$ cat src/design/uart_crc8_frame_receiver_assert.svh
// ----------------------------------------------------------------------------
// uart_crc8_frame_receiver_assert.svh
// Assertion macros for the CRC-8 serial frame receiver.
// ----------------------------------------------------------------------------
`ifndef UART_CRC8_FRAME_RECEIVER_ASSERT_SVH
`define UART_CRC8_FRAME_RECEIVER_ASSERT_SVH

// same-cycle implication, sampled on clock, off during reset
`define UCFR_ASSERT_IMP(name, ante, cons) \
   name: assert property (@(posedge clock) disable iff (reset) (ante) |-> (cons)) \
      else $error("ucfr assertion failed");

// next-cycle implication, sampled on clock, off during reset
`define UCFR_ASSERT_NXT(name, ante, cons) \
   name: assert property (@(posedge clock) disable iff (reset) (ante) |=> (cons)) \
      else $error("ucfr assertion failed");

`endif

$ cat src/design/ucfr_pkg.sv
// ----------------------------------------------------------------------------
// ucfr_pkg
// Shared constants, types and the CRC-8 step for the serial frame receiver.
// ----------------------------------------------------------------------------
package ucfr_pkg;

   localparam int BUF_DEPTH   = 64;
   localparam int PAYLOAD_MAX = BUF_DEPTH - 8;
   localparam int ADDR_W      = $clog2(PAYLOAD_MAX);
   localparam int CNT_W       = $clog2(BUF_DEPTH) + 1;

   localparam logic [7:0] SYNC1_BYTE  = 8'h55;
   localparam logic [7:0] SYNC2_BYTE  = 8'haa;
   localparam logic [7:0] BCAST_ADDR  = 8'hff;
   localparam logic [7:0] TRAIL1_BYTE = 8'hbb;
   localparam logic [7:0] TRAIL2_BYTE = 8'hcc;
   localparam logic [7:0] CRC_POLY    = 8'h31;

   localparam int POS_SYNC2   = 1;
   localparam int POS_ADDR    = 2;
   localparam int POS_CMD     = 3;
   localparam int POS_LEN     = 4;
   localparam int POS_PAYLOAD = 5;
   localparam int OFS_TRAIL1  = 6;
   localparam int OFS_TRAIL2  = 7;

   localparam logic [1:0] STATUS_OK      = 2'd0;
   localparam logic [1:0] STATUS_FMT_ERR = 2'd1;
   localparam logic [1:0] STATUS_CRC_ERR = 2'd2;

   typedef enum logic [1:0] {
      ST_RECV,
      ST_READ,
      ST_LOAD
   } ucfr_state_type;

   typedef struct packed {
      logic take;
      logic rd_en;
      logic load;
   } ucfr_cmd_type;

   typedef struct packed {
      logic start_emit;
      logic last_index;
      logic out_free;
   } ucfr_stat_type;

   function automatic logic [7:0] crc8_update(input logic [7:0] crc, input logic [7:0] b);
      logic [7:0] v;
      v = crc ^ b;
      for (int i = 0; i < 8; i++) begin
         v = v[7] ? ((v << 1) ^ CRC_POLY) : (v << 1);
      end
      return v;
   endfunction

endpackage

$ cat src/design/ucfr_ram.sv
// ----------------------------------------------------------------------------
// ucfr_ram
// Simple dual-port RAM, one write port, one registered read port.
// ----------------------------------------------------------------------------
module ucfr_ram #(
   parameter int WIDTH = 8,
   parameter int DEPTH = 56
) (
   input  logic                     clock,
   input  logic                     wr_en,
   input  logic [$clog2(DEPTH)-1:0] wr_addr,
   input  logic [WIDTH-1:0]         wr_data,
   input  logic                     rd_en,
   input  logic [$clog2(DEPTH)-1:0] rd_addr,
   output logic [WIDTH-1:0]         rd_data
);

   logic [WIDTH-1:0] mem_ff [DEPTH];
   logic [WIDTH-1:0] rd_data_ff;

   always_ff @(posedge clock) begin
      if (wr_en) begin
         mem_ff[wr_addr] <= wr_data;
      end
      if (rd_en) begin
         rd_data_ff <= mem_ff[rd_addr];
      end
   end

   assign rd_data = rd_data_ff;

endmodule

$ cat src/design/ucfr_ctrl.sv
// ----------------------------------------------------------------------------
// ucfr_ctrl
// Controller: byte intake and payload readout sequencing.
// ----------------------------------------------------------------------------
module ucfr_ctrl
   import ucfr_pkg::*;
(
   input  logic          clock,
   input  logic          reset,
   input  logic          req_tvalid,
   output logic          req_tready,
   input  ucfr_stat_type stat,
   output ucfr_cmd_type  cmd
);

   ucfr_state_type state_ff;
   ucfr_state_type state_in;

   always_ff @(posedge clock) begin
      if (reset) begin
         state_ff <= ST_RECV;
      end else begin
         state_ff <= state_in;
      end
   end

   always_comb begin
      state_in   = state_ff;
      req_tready = 1'b0;
      cmd        = '0;
      case (state_ff)
         ST_RECV: begin
            req_tready = stat.out_free;
            cmd.take   = req_tvalid && stat.out_free;
            if (cmd.take && stat.start_emit) begin
               state_in = ST_READ;
            end
         end
         ST_READ: begin
            cmd.rd_en = 1'b1;
            state_in  = ST_LOAD;
         end
         ST_LOAD: begin
            if (stat.out_free) begin
               cmd.load = 1'b1;
               state_in = stat.last_index ? ST_RECV : ST_READ;
            end
         end
         default: begin
            state_in = ST_RECV;
         end
      endcase
   end

endmodule

$ cat src/design/ucfr_datapath.sv
// ----------------------------------------------------------------------------
// ucfr_datapath
// Datapath: frame parsing, CRC-8, payload store and result register.
// ----------------------------------------------------------------------------
module ucfr_datapath
   import ucfr_pkg::*;
(
   input  logic          clock,
   input  logic          reset,
   input  logic          csr_we,
   input  logic [7:0]    csr_wdata,
   input  logic [7:0]    rx_byte,
   input  ucfr_cmd_type  cmd,
   output ucfr_stat_type stat,
   input  logic          rsp_tready,
   output logic          rsp_valid,
   output logic [1:0]    rsp_status,
   output logic [7:0]    rsp_command,
   output logic [5:0]    rsp_length,
   output logic          rsp_has_payload,
   output logic [7:0]    rsp_payload_byte,
   output logic [5:0]    rsp_byte_index,
   output logic          rsp_last
);

   logic [7:0]       own_addr_ff;
   logic [CNT_W-1:0] count_ff, count_in;
   logic [7:0]       crc_ff, crc_in, crc_step;
   logic             hok_ff, hok_in, hok_next;
   logic [7:0]       cmd_ff, cmd_in;
   logic [7:0]       len_ff, len_in;
   logic [ADDR_W-1:0] idx_ff;
   logic [8:0]       c9, len9;
   logic             wr_en, emit, start_emit;
   logic [1:0]       e_status;
   logic [7:0]       e_cmd;
   logic [7:0]       rd_data;

   logic             valid_ff;
   logic [1:0]       status_ff;
   logic [7:0]       command_ff;
   logic [5:0]       length_ff;
   logic             has_ff;
   logic [7:0]       pbyte_ff;
   logic [5:0]       bidx_ff;
   logic             last_ff;

   assign c9       = 9'(count_ff);
   assign len9     = {1'b0, len_ff};
   assign crc_step = crc8_update(crc_ff, rx_byte);

   always_comb begin
      count_in   = count_ff;
      crc_in     = crc_ff;
      hok_in     = hok_ff;
      hok_next   = hok_ff;
      cmd_in     = cmd_ff;
      len_in     = len_ff;
      wr_en      = 1'b0;
      emit       = 1'b0;
      start_emit = 1'b0;
      e_status   = STATUS_OK;
      e_cmd      = 8'd0;
      if (count_ff == '0) begin
         if (rx_byte == SYNC1_BYTE) begin
            count_in = CNT_W'(1);
            crc_in   = 8'd0;
            hok_in   = 1'b1;
         end
      end else begin
         if (count_ff == CNT_W'(POS_SYNC2) && rx_byte != SYNC2_BYTE) begin
            hok_next = 1'b0;
         end
         if (count_ff == CNT_W'(POS_ADDR) && rx_byte != own_addr_ff &&
             rx_byte != BCAST_ADDR) begin
            hok_next = 1'b0;
         end
         if (c9 == len9 + 9'(OFS_TRAIL1) && rx_byte != TRAIL1_BYTE) begin
            hok_next = 1'b0;
         end
         hok_in = hok_next;
         if (count_ff >= CNT_W'(POS_ADDR) &&
             (count_ff < CNT_W'(POS_PAYLOAD) || c9 <= len9 + 9'(POS_PAYLOAD))) begin
            crc_in = crc_step;
         end
         if (count_ff == CNT_W'(POS_CMD)) begin
            cmd_in = rx_byte;
         end
         if (count_ff >= CNT_W'(POS_PAYLOAD) && c9 < len9 + 9'(POS_PAYLOAD)) begin
            wr_en = 1'b1;
         end
         if (count_ff == CNT_W'(POS_LEN)) begin
            len_in = rx_byte;
            if (rx_byte > 8'(PAYLOAD_MAX)) begin
               emit     = 1'b1;
               e_status = STATUS_FMT_ERR;
               count_in = '0;
               crc_in   = 8'd0;
               hok_in   = 1'b1;
            end else begin
               count_in = CNT_W'(POS_PAYLOAD);
            end
         end else if (c9 == len9 + 9'(OFS_TRAIL2)) begin
            count_in = '0;
            crc_in   = 8'd0;
            hok_in   = 1'b1;
            if (!(hok_next && rx_byte == TRAIL2_BYTE)) begin
               emit     = 1'b1;
               e_status = STATUS_FMT_ERR;
            end else if (crc_ff != 8'd0) begin
               emit     = 1'b1;
               e_status = STATUS_CRC_ERR;
            end else if (len_ff == 8'd0) begin
               emit  = 1'b1;
               e_cmd = cmd_ff;
            end else begin
               start_emit = 1'b1;
            end
         end else begin
            count_in = count_ff + CNT_W'(1);
         end
      end
   end

   always_ff @(posedge clock) begin
      if (reset) begin
         own_addr_ff <= 8'd0;
         count_ff    <= '0;
         crc_ff      <= 8'd0;
         hok_ff      <= 1'b1;
         cmd_ff      <= 8'd0;
         len_ff      <= 8'd0;
         idx_ff      <= '0;
         valid_ff    <= 1'b0;
      end else begin
         if (csr_we) begin
            own_addr_ff <= csr_wdata;
         end
         if (cmd.take) begin
            count_ff <= count_in;
            crc_ff   <= crc_in;
            hok_ff   <= hok_in;
            cmd_ff   <= cmd_in;
            len_ff   <= len_in;
         end
         if (cmd.take && start_emit) begin
            idx_ff <= '0;
         end else if (cmd.load) begin
            idx_ff <= idx_ff + ADDR_W'(1);
         end
         if ((cmd.take && emit) || cmd.load) begin
            valid_ff <= 1'b1;
         end else if (rsp_tready) begin
            valid_ff <= 1'b0;
         end
      end
   end

   always_ff @(posedge clock) begin
      if (cmd.take && emit) begin
         status_ff  <= e_status;
         command_ff <= e_cmd;
         length_ff  <= 6'd0;
         has_ff     <= 1'b0;
         pbyte_ff   <= 8'd0;
         bidx_ff    <= 6'd0;
         last_ff    <= 1'b1;
      end else if (cmd.load) begin
         status_ff  <= STATUS_OK;
         command_ff <= cmd_ff;
         length_ff  <= len_ff[5:0];
         has_ff     <= 1'b1;
         pbyte_ff   <= rd_data;
         bidx_ff    <= 6'(idx_ff);
         last_ff    <= stat.last_index;
      end
   end

   ucfr_ram #(
      .WIDTH (8),
      .DEPTH (PAYLOAD_MAX)
   ) u_store (
      .clock   (clock),
      .wr_en   (cmd.take && wr_en),
      .wr_addr (ADDR_W'(count_ff - CNT_W'(POS_PAYLOAD))),
      .wr_data (rx_byte),
      .rd_en   (cmd.rd_en),
      .rd_addr (idx_ff),
      .rd_data (rd_data)
   );

   assign stat.start_emit = start_emit;
   assign stat.last_index = (9'(idx_ff) + 9'd1) == len9;
   assign stat.out_free   = !valid_ff || rsp_tready;

   assign rsp_valid        = valid_ff;
   assign rsp_status       = status_ff;
   assign rsp_command      = command_ff;
   assign rsp_length       = length_ff;
   assign rsp_has_payload  = has_ff;
   assign rsp_payload_byte = pbyte_ff;
   assign rsp_byte_index   = bidx_ff;
   assign rsp_last         = last_ff;

endmodule

$ cat src/design/uart_crc8_frame_receiver.sv
// ----------------------------------------------------------------------------
// uart_crc8_frame_receiver
// Receives serial bytes, finds 55 AA framed packets, checks address, trailer
// and CRC-8 (poly 0x31), and emits command and payload words per frame.
//
// Usage:
//   req_*  : one received byte per word, taken when the result register is
//            free or being emptied in the same cycle; one byte per cycle outside payload readout.
//   rsp_*  : result words; one error word or empty-frame word per bad or
//            zero-length frame, or one word per payload byte; tlast on the
//            final word of a frame.
//   csr_*  : own station address, written while the block is idle.
// Output: an error or empty-frame word is valid the cycle after the final
// byte is taken (or the length byte, when the length is too large); each
// payload word is read from the registered RAM and then loaded into the result
// register once it is free; req_tready stays low until the last payload word loads.
// Reset: returns to searching for 55, address 0, no result pending. There
// is no clearing pass; the payload RAM needs none.
// A stalled rsp_tready holds the result word and blocks new bytes.
// ----------------------------------------------------------------------------
module uart_crc8_frame_receiver
   import ucfr_pkg::*;
(
   input  logic        clock,
   input  logic        reset,
   input  logic        req_tvalid,
   output logic        req_tready,
   input  logic [7:0]  req_tdata,   // [7:0] rx_byte
   output logic        rsp_tvalid,
   input  logic        rsp_tready,
   output logic [31:0] rsp_tdata,   // [7:0] command, [13:8] payload_length,
                                    // [21:14] payload_byte, [27:22] byte_index
   output logic [2:0]  rsp_tuser,   // [1:0] status, [2] has_payload
   output logic        rsp_tlast,
   input  logic        csr_we,
   input  logic [7:0]  csr_wdata
);

   ucfr_cmd_type  cmd;
   ucfr_stat_type stat;
   logic [1:0]    status;
   logic [7:0]    command;
   logic [5:0]    payload_length;
   logic          has_payload;
   logic [7:0]    payload_byte;
   logic [5:0]    byte_index;

   ucfr_ctrl u_ctrl (
      .clock      (clock),
      .reset      (reset),
      .req_tvalid (req_tvalid),
      .req_tready (req_tready),
      .stat       (stat),
      .cmd        (cmd)
   );

   ucfr_datapath u_datapath (
      .clock            (clock),
      .reset            (reset),
      .csr_we           (csr_we),
      .csr_wdata        (csr_wdata),
      .rx_byte          (req_tdata),
      .cmd              (cmd),
      .stat             (stat),
      .rsp_tready       (rsp_tready),
      .rsp_valid        (rsp_tvalid),
      .rsp_status       (status),
      .rsp_command      (command),
      .rsp_length       (payload_length),
      .rsp_has_payload  (has_payload),
      .rsp_payload_byte (payload_byte),
      .rsp_byte_index   (byte_index),
      .rsp_last         (rsp_tlast)
   );

   assign rsp_tdata = {4'd0, byte_index, payload_byte, payload_length, command};
   assign rsp_tuser = {has_payload, status};

`include "uart_crc8_frame_receiver_assert.svh"

   `UCFR_ASSERT_IMP(a_stall_blocks_input, rsp_tvalid && !rsp_tready, !req_tready)
   `UCFR_ASSERT_IMP(a_single_word_is_last, rsp_tvalid && !rsp_tuser[2], rsp_tlast)
   `UCFR_ASSERT_IMP(a_error_word_zero, rsp_tvalid && (rsp_tuser[1:0] != STATUS_OK),
                    rsp_tdata == '0)
   `UCFR_ASSERT_NXT(a_payload_blocks_input,
                    rsp_tvalid && !rsp_tready && rsp_tuser[2] && !rsp_tlast, !req_tready)

endmodule

$ cat config.mk
export PLATFORM = sky130hd
export DESIGN_NAME = uart_crc8_frame_receiver
export DESIGN_NICKNAME = d
export VERILOG_FILES = /design/src/design/ucfr_pkg.sv /design/src/design/ucfr_ram.sv /design/src/design/ucfr_ctrl.sv /design/src/design/ucfr_datapath.sv /design/src/design/uart_crc8_frame_receiver.sv
export VERILOG_INCLUDE_DIRS = /design/src /design/src/design
export SDC_FILE = /design/constraint.sdc
export NUM_CORES = 1
export LEC_CHECK = 0
export ABC_CLOCK_PERIOD_IN_PS = 5100
export BUFFER_PORTS_ARGS = -buffer_cell sky130_fd_sc_hd__buf_2
export CORE_ASPECT_RATIO = 1.1
export CORE_MARGIN = 2
export CORE_UTILIZATION = 45
export DETAILED_ROUTE_END_ITERATION = 7
export PLACE_DENSITY = 0.7
export SLEW_MARGIN = 10
export SYNTH_ARGS = -nofsm -noshare
export SYNTH_HDL_FRONTEND = slang
export SYNTH_HIERARCHICAL = 1
export SYNTH_SLANG_ARGS = --single-unit
$ cat constraint.sdc
create_clock -name clock -period 5.1 [get_ports clock]
set_input_delay 0 -clock clock [delete_from_list [all_inputs] [get_ports clock]]
set_output_delay 0 -clock clock [all_outputs]
set_load 0.02 [all_outputs]
==> Word level (Yosys, flattened, before mapping) <==
Memories as Yosys holds them, arrays and structs flattened. A register that Yosys moved wholly into a read port is not among the register bits.
Cells that the tools add are included.
{ "op_classes": {"addsub": 7, "multipliers": 0, "div_mod_pow": 0, "n_lt_le_gt_ge": 6, "n_eq_ne": 18, "n_shift": 0, "muxes": 72, "bitwise_logic": 10, "reduce_logical": 27} }
{ "op_table": {"columns": ["operator", "count"], "rows": [
  ["two-way mux 8 bit", 14],
  ["two-way mux 6 bit", 8],
  ["two-way mux 1 bit", 35],
  ["two-way mux 7 bit", 4],
  ["adder 8 x 3 -> 9 bit (second input constant)", 3],
  ["inequality test 8 bit (second input constant)", 3],
  ["NOT 3 bit", 8],
  ["== test 7 x 9 -> 1 bit", 2],
  ["two-way mux 2 bit", 9],
  ["== test 7 x 2 -> 1 bit (second input constant)", 2],
  ["logical AND 1 bit", 12],
  ["== test 9 x 8 -> 1 bit", 1],
  ["<= comparator 7 x 9 -> 1 bit", 1],
  ["< comparator 7 x 9 -> 1 bit", 1],
  ["== test 8 x 7 -> 1 bit (second input constant)", 1],
  ["== test 8 bit (second input constant)", 1],
  ["> comparator 8 x 6 -> 1 bit (second input constant)", 1],
  ["logical NOT 8 bit", 1],
  ["inequality test 8 bit", 1],
  ["nonzero test 8 bit", 1],
  ["XOR 8 bit", 1],
  ["adder 6 x 1 -> 7 bit (second input constant)", 1],
  ["adder 7 x 1 -> 7 bit (second input constant)", 1],
  ["== test 7 x 1 -> 1 bit (second input constant)", 1],
  ["21 further kinds", 27]
]} }
{ "word_totals": {"ff_bits": 81, "latchBits": 0, "mem_bits_rw": 448, "rom_bits": 0, "out_inout_bits": 38, "memories": 1} }
{ "mem_list": {"columns": ["name", "depth", "width", "rd", "rd_ports_with_merged_regs", "wr", "line", "text"], "rows": [
  ["u_datapath.u_store.mem_ff", 56, 8, 1, 1, 1, "ucfr_ram.sv:18", "logic [WIDTH-1:0] mem_ff [DEPTH];"]
]} }

==> Depth between registers and ports, before layout <==
{ "logic_depth": {"ltp_word": 21, "mapped_depth": 17} }

==> Hierarchy <==
Netlist, hierarchy kept.
{ "by_module_without_submodules": {"columns": ["module", "n_inst", "cells_per_inst", "area_each_um2"], "rows": [
  ["ucfr_ram", 1, 875, 17937.2],
  ["ucfr_datapath", 1, 512, 4687.0],
  ["ucfr_ctrl", 1, 14, 135.1],
  ["uart_crc8_frame_receiver", 1, 6, 41.3]
]} }

==> Worst setup path after synthesis <==
Ideal clock, no wire load.
{ "synth_path": {"path_type": "register to register", "from": "register u_datapath.len_ff[2]", "to": "memory u_datapath.u_store.mem_ff[25][0], enable pin", "arrival_ns": 3.364, "path_slack_ns": 1.352, "path_stages_with_launch": 17, "n_path_buf": 2, "synth_period_minus_slack_ns": 3.748, "path_cell_list": "dfxtp_1 buf_2 inv_1 ha_1 a21oi_1 nor2_1 xnor2_1 ha_1 o21a_1 o2bb2ai_1 nor2_1 a311oi_1 clkbuf_1 nand2_1 nor2_1 nand3_1 nor3_1"} }
{ "synth_between": {"elab_chain_len": 8} }
{ "synth_lines": {"columns": ["item", "line", "text"], "rows": [
  ["start, declared", "ucfr_datapath.sv:31", "logic [7:0] len_ff, len_in;"],
  ["start signal, assigned", "ucfr_datapath.sv:144", "len_ff <= len_in;"],
  ["adder 8 x 3 -> 9 bit", "ucfr_datapath.sv:89", "if (count_ff >= CNT_W'(POS_PAYLOAD) && c9 < len9 + 9'(POS_PAYLOAD)) begin"],
  ["< comparator 7 x 9 -> 1 bit", "ucfr_datapath.sv:89", null],
  ["logical AND 1 bit", "ucfr_datapath.sv:89", null],
  ["two-way mux 1 bit", "ucfr_datapath.sv:89", null],
  ["two-way mux 1 bit", "ucfr_datapath.sv:64", "if (count_ff == '0) begin"],
  ["logical AND 1 bit", "ucfr_datapath.sv:184", ".wr_en (cmd.take && wr_en),"],
  ["two-way mux 1 bit", "ucfr_ram.sv:22", "if (wr_en) begin"],
  ["two-way mux 1 bit (not written as such)", "ucfr_ram.sv:23", "mem_ff[wr_addr] <= wr_data;"],
  ["end, declared", "ucfr_ram.sv:18", null]
]} }
No other way between the ends.

==> Worst setup path in the final report <==
{ "layout_path": {"from": "register u_datapath.len_ff[2]", "to": "memory u_datapath.u_store.mem_ff[0][0], enable pin"} }
The elaborated chain is that of the path after synthesis.

==> summary.md <==
| Metric | Value |
|---|---|
| Critical path cell sequence | inv_1 > ha_1 > a21oi_1 > nor2_1 > xnor2_1 > ha_1 > o21a_1 > o2bb2ai_1 > nor2_1 > a311oi_1 > buf_4 > nor2b_1 > nand2_1 > nor2_1 |
| Period minus WS final | 4.55 ns |
| Slowest cell delay on critical path | 0.67 ns |
| Share of layout cells above drive strength 1 | 18.6% |
| CORE AREA | 0.0500 mm^2 |
| Overflow after GRT | 0 |
| I/O Buffers | 54 |
| Sequential area share after synthesis | 67.6% |
| Clock root cell | clkbuf_16 |
| First-pass GRT wire length | 79600 um |
| Peak Freq | 220 MHz |
| Area grow syn2layout | 12.1% |
| Final setup fails | 0 |
| RSZ-0062 raised after global routing | false |
| Number of synthesized flops with an enable pin | 466 |
| Resized cells post-CTS | 0 |
| Tcrit/Tclk final | 89.3% |
| Worst-Skew Late Latency | 0.60 ns |
| Final Hold Viols | 0 |
| Arrival time worst endpoint | 4.78 ns |
| All-Layer GR Usage | 20.5% |
| Most common cell in the netlist | edfxtp_1 |
| Area share of the largest cell type after synthesis | 61.4% |
| I/O pin count | 59 |
| Leak | 0.00810 uW |
| Starting density of the core | 45.6% |
| Status | finished, final reports clean |
| CP required | 5.32 ns |
| Tightest Pin Transition | 1.08 ns |
| Hold Path Class | in -> reg |
| Cells after synthesis | 1407 |
| Routed WL | 53600 um |
| Number of max-slew violations in the final report | 0 |
| DR DRC count | 0 |
| DIE HEIGHT | 240 um |
| Via density | 5.87 |
| Cell taking the most area after synthesis | edfxtp_1 |
| # clock sinks | 537 |
| Largest net degree at the start of global routing | 60 |
| Vias in the first global route | 12700 |
| Clock skew | 0.0259 ns |
| Worst-path clk slew | 0.06 ns |
| Post-layout util | 51.1% |
| CTS tree | done |
| CP Class | reg -> reg |
| CTS max path bufs | 3 |
| 1st-pass router iterations | 6 |
| Register bit total from synthesis | 537 |
| Placed wire-length estimate | 34900 um |
| Pwr dens | 333 mW/mm^2 |
| HP Start | req_tdata[7] |
| Cell row count | 86 |
| Setup bufs post-CTS | 0 |
| Max_cap viols | 0 |
| Final antenna-violating net count | 0 |
| CTS buffer count | 49 |
| Vias | 12900 |
| Cell area after synthesis | 0.0228 mm^2 |
| Critical path's slowest cell | nor2_1 |
| Initial antenna violation count | 3 |
| Critical Path Start Type | flip-flop |
| Die area | 0.0525 mm^2 |
| # hold bufs at CTS | 37 |
| Nets@finish | 1537 |
| Post-synth top cells | edfxtp_1, nor2_1, mux4_2, dfxtp_1, nand2_1 |
| Worst-path fanout max | 14 |
| Cell repeated most along the worst path | nor2_1 |
| Average wire per standard cell | 24.4 um |
| Overall Power | 8520 uW |
| Ys flop type | edfxtp_1 |
| Async set-or-reset flop fraction in the synthesized netlist | 0% |
| Top cells by area, synth | edfxtp_1, mux4_2, dfxtp_1, mux2i_1, nor2_1 |
| Synth cell types | 90 |
| Setup crit end kind | flip-flop |
| Chip width | 219 um |
| Ys Warns | 6 |
| Setup crit start | u_datapath/len_ff[2] |
| R2R Path Start | u_datapath/len_ff[2] |
| Drt initial violations | 1431 |
| # fillers | 4003 |
| Fin Setup TNS | 0 ns |
| Slew HR | 26.3% |
| H-tree depth | 2 |
| Syn avg cell area | 16.2 um^2 |
| RD Place Congestion | 0.934 |
| Peak VDD IR | 239 uV |
| Antenna Cells | 0 |
==> flip-flops by register name (all words and copies together) (netlist names) <==
name / cells
u_datapath/own_addr_ff: 8
u_datapath/cmd_ff: 8
u_datapath/rsp_valid: 1
u_datapath/count_ff: 7
u_datapath/crc_ff: 8
u_datapath/rsp_command: 8
u_datapath/rsp_last: 1
u_datapath/rsp_payload_byte: 8
u_datapath/hok_ff: 1
u_datapath/rsp_byte_index: 6
u_datapath/rsp_has_payload: 1
u_datapath/u_store/rd_data: 8
u_datapath/rsp_length: 6
u_datapath/idx_ff: 6
u_ctrl/state_ff: 2
u_datapath/u_store/mem_ff: 448
u_datapath/len_ff: 8
u_datapath/rsp_status: 2
==> layer usage <==
| metal | global-route usage (%) | routed length, um |
|---|---|---|
| met5 | 0 | 32 |
| met3 | 4.23 | 3950 |
| met1 | 27.1 | 21800 |
| met4 | 6.49 | 1470 |
| met2 | 34.0 | 26300 |
==> worst max-delay path, delay by kind of cell (launching register included) <==
| kind | cells | cell delay, ns |
|---|---|---|
| adders and majority gates | 2 | 0.52 |
| and+or+nand+nor | 5 | 1.43 |
| xor gates and xnor gates | 1 | 0.14 |
| buffers and inverters | 2 | 0.44 |
| AOI/OAI and AO/OA | 4 | 1.01 |
| DFF | 1 | 0.61 |
==> path summary, 6_finish.rpt <==
kind                                                         end  slack, ns  cells after the start
worst max register to register   u_datapath/u_store/mem_ff[0][0]       0.55                     14
worst min register to register        u_datapath/rsp_has_payload       0.47                      2
worst min-delay path            u_datapath/u_store/mem_ff[15][7]       0.11                      1
worst max-delay path             u_datapath/u_store/mem_ff[0][0]       0.55                     14
==> cells by family (layout without fill, tap and decap cells) <==
group | count (synthesis) | in the layout | synth area share, %
AO/OA/AOI/OAI | 151 | 151 | 4.98
XOR/XNOR | 64 | 64 | 2.49
adder cells (fa/ha/maj) | 18 | 18 | 0.988
buffers and inverters | 104 | 233 | 2.71
flip-flops | 537 | 537 | 67.6
multiplexers | 175 | 175 | 13.5
other | 1 | 4 | 0.0164
AND/OR/NAND/NOR | 357 | 357 | 7.75
==> cell usage in the layout, fill, tap and decap left out, types with 5 or more instances in the layout <==
master and instances:
a21oi_1 24, o22ai_1 6, o31ai_1 5, xor2_1 27, inv_1 17, clkinv_2 7
and2_1 14, nor4_1 9, nor2b_1 18, clkinv_1 15, a211oi_1 8, mux4_1 15
mux4_2 85, o21ai_0 20, a311oi_1 9, dlygate4sd3_1 37, mux2i_1 68, a31oi_1 13
o221ai_1 5, nor3_1 17, mux2_2 7, buf_2 54, edfxtp_1 466, nand3_1 27
a22o_1 12, buf_4 30, clkinvlp_4 5, nor2_1 133, nand4_1 9, ha_1 18
xnor2_1 36, nand2b_1 15, nor2_2 11, clkbuf_16 50, clkbuf_1 9, dfxtp_1 68
a221oi_1 5, nand2_1 70
==> metrics by stage <==
stage | setup slack (ns) | std cells | cell area, um^2 | hold slack [ns]
5_1_grt | 0.156 | 2199 | 25600 | 0.0945
4_1_cts | 0.733 | 2199 | 25600 | 0.0784
6_report | 0.547 | 2199 | 25600 | 0.110
3_5_place_dp | 0.774 | 2070 | 23600 | 0.246
2_1_floorplan | 1.35 | 1410 | 22800 | 0.0727
3_3_place_gp | 0.940 | 2070 | 23600 | 0.231
==> area by class of cell <==
type	count	area, um^2	share of cell area [%]
multi-input combinational	769	6790	26.6
clock buffer	59	1280	5.03
tap	660	826	3.23
clock inverter	33	267	1.04
inverter	18	67.6	0.264
sequential	537	15400	60.3
timing repair buffer	123	906	3.54
==> report_power, final <==
part / switching [uW] / total (uW) / internal [uW]
Sequential: 6.01 / 4780 / 4770
Clock: 1590 / 3550 / 1960
Combinational: 139 / 199 / 60.3
(Power assumes the default switching activity.)
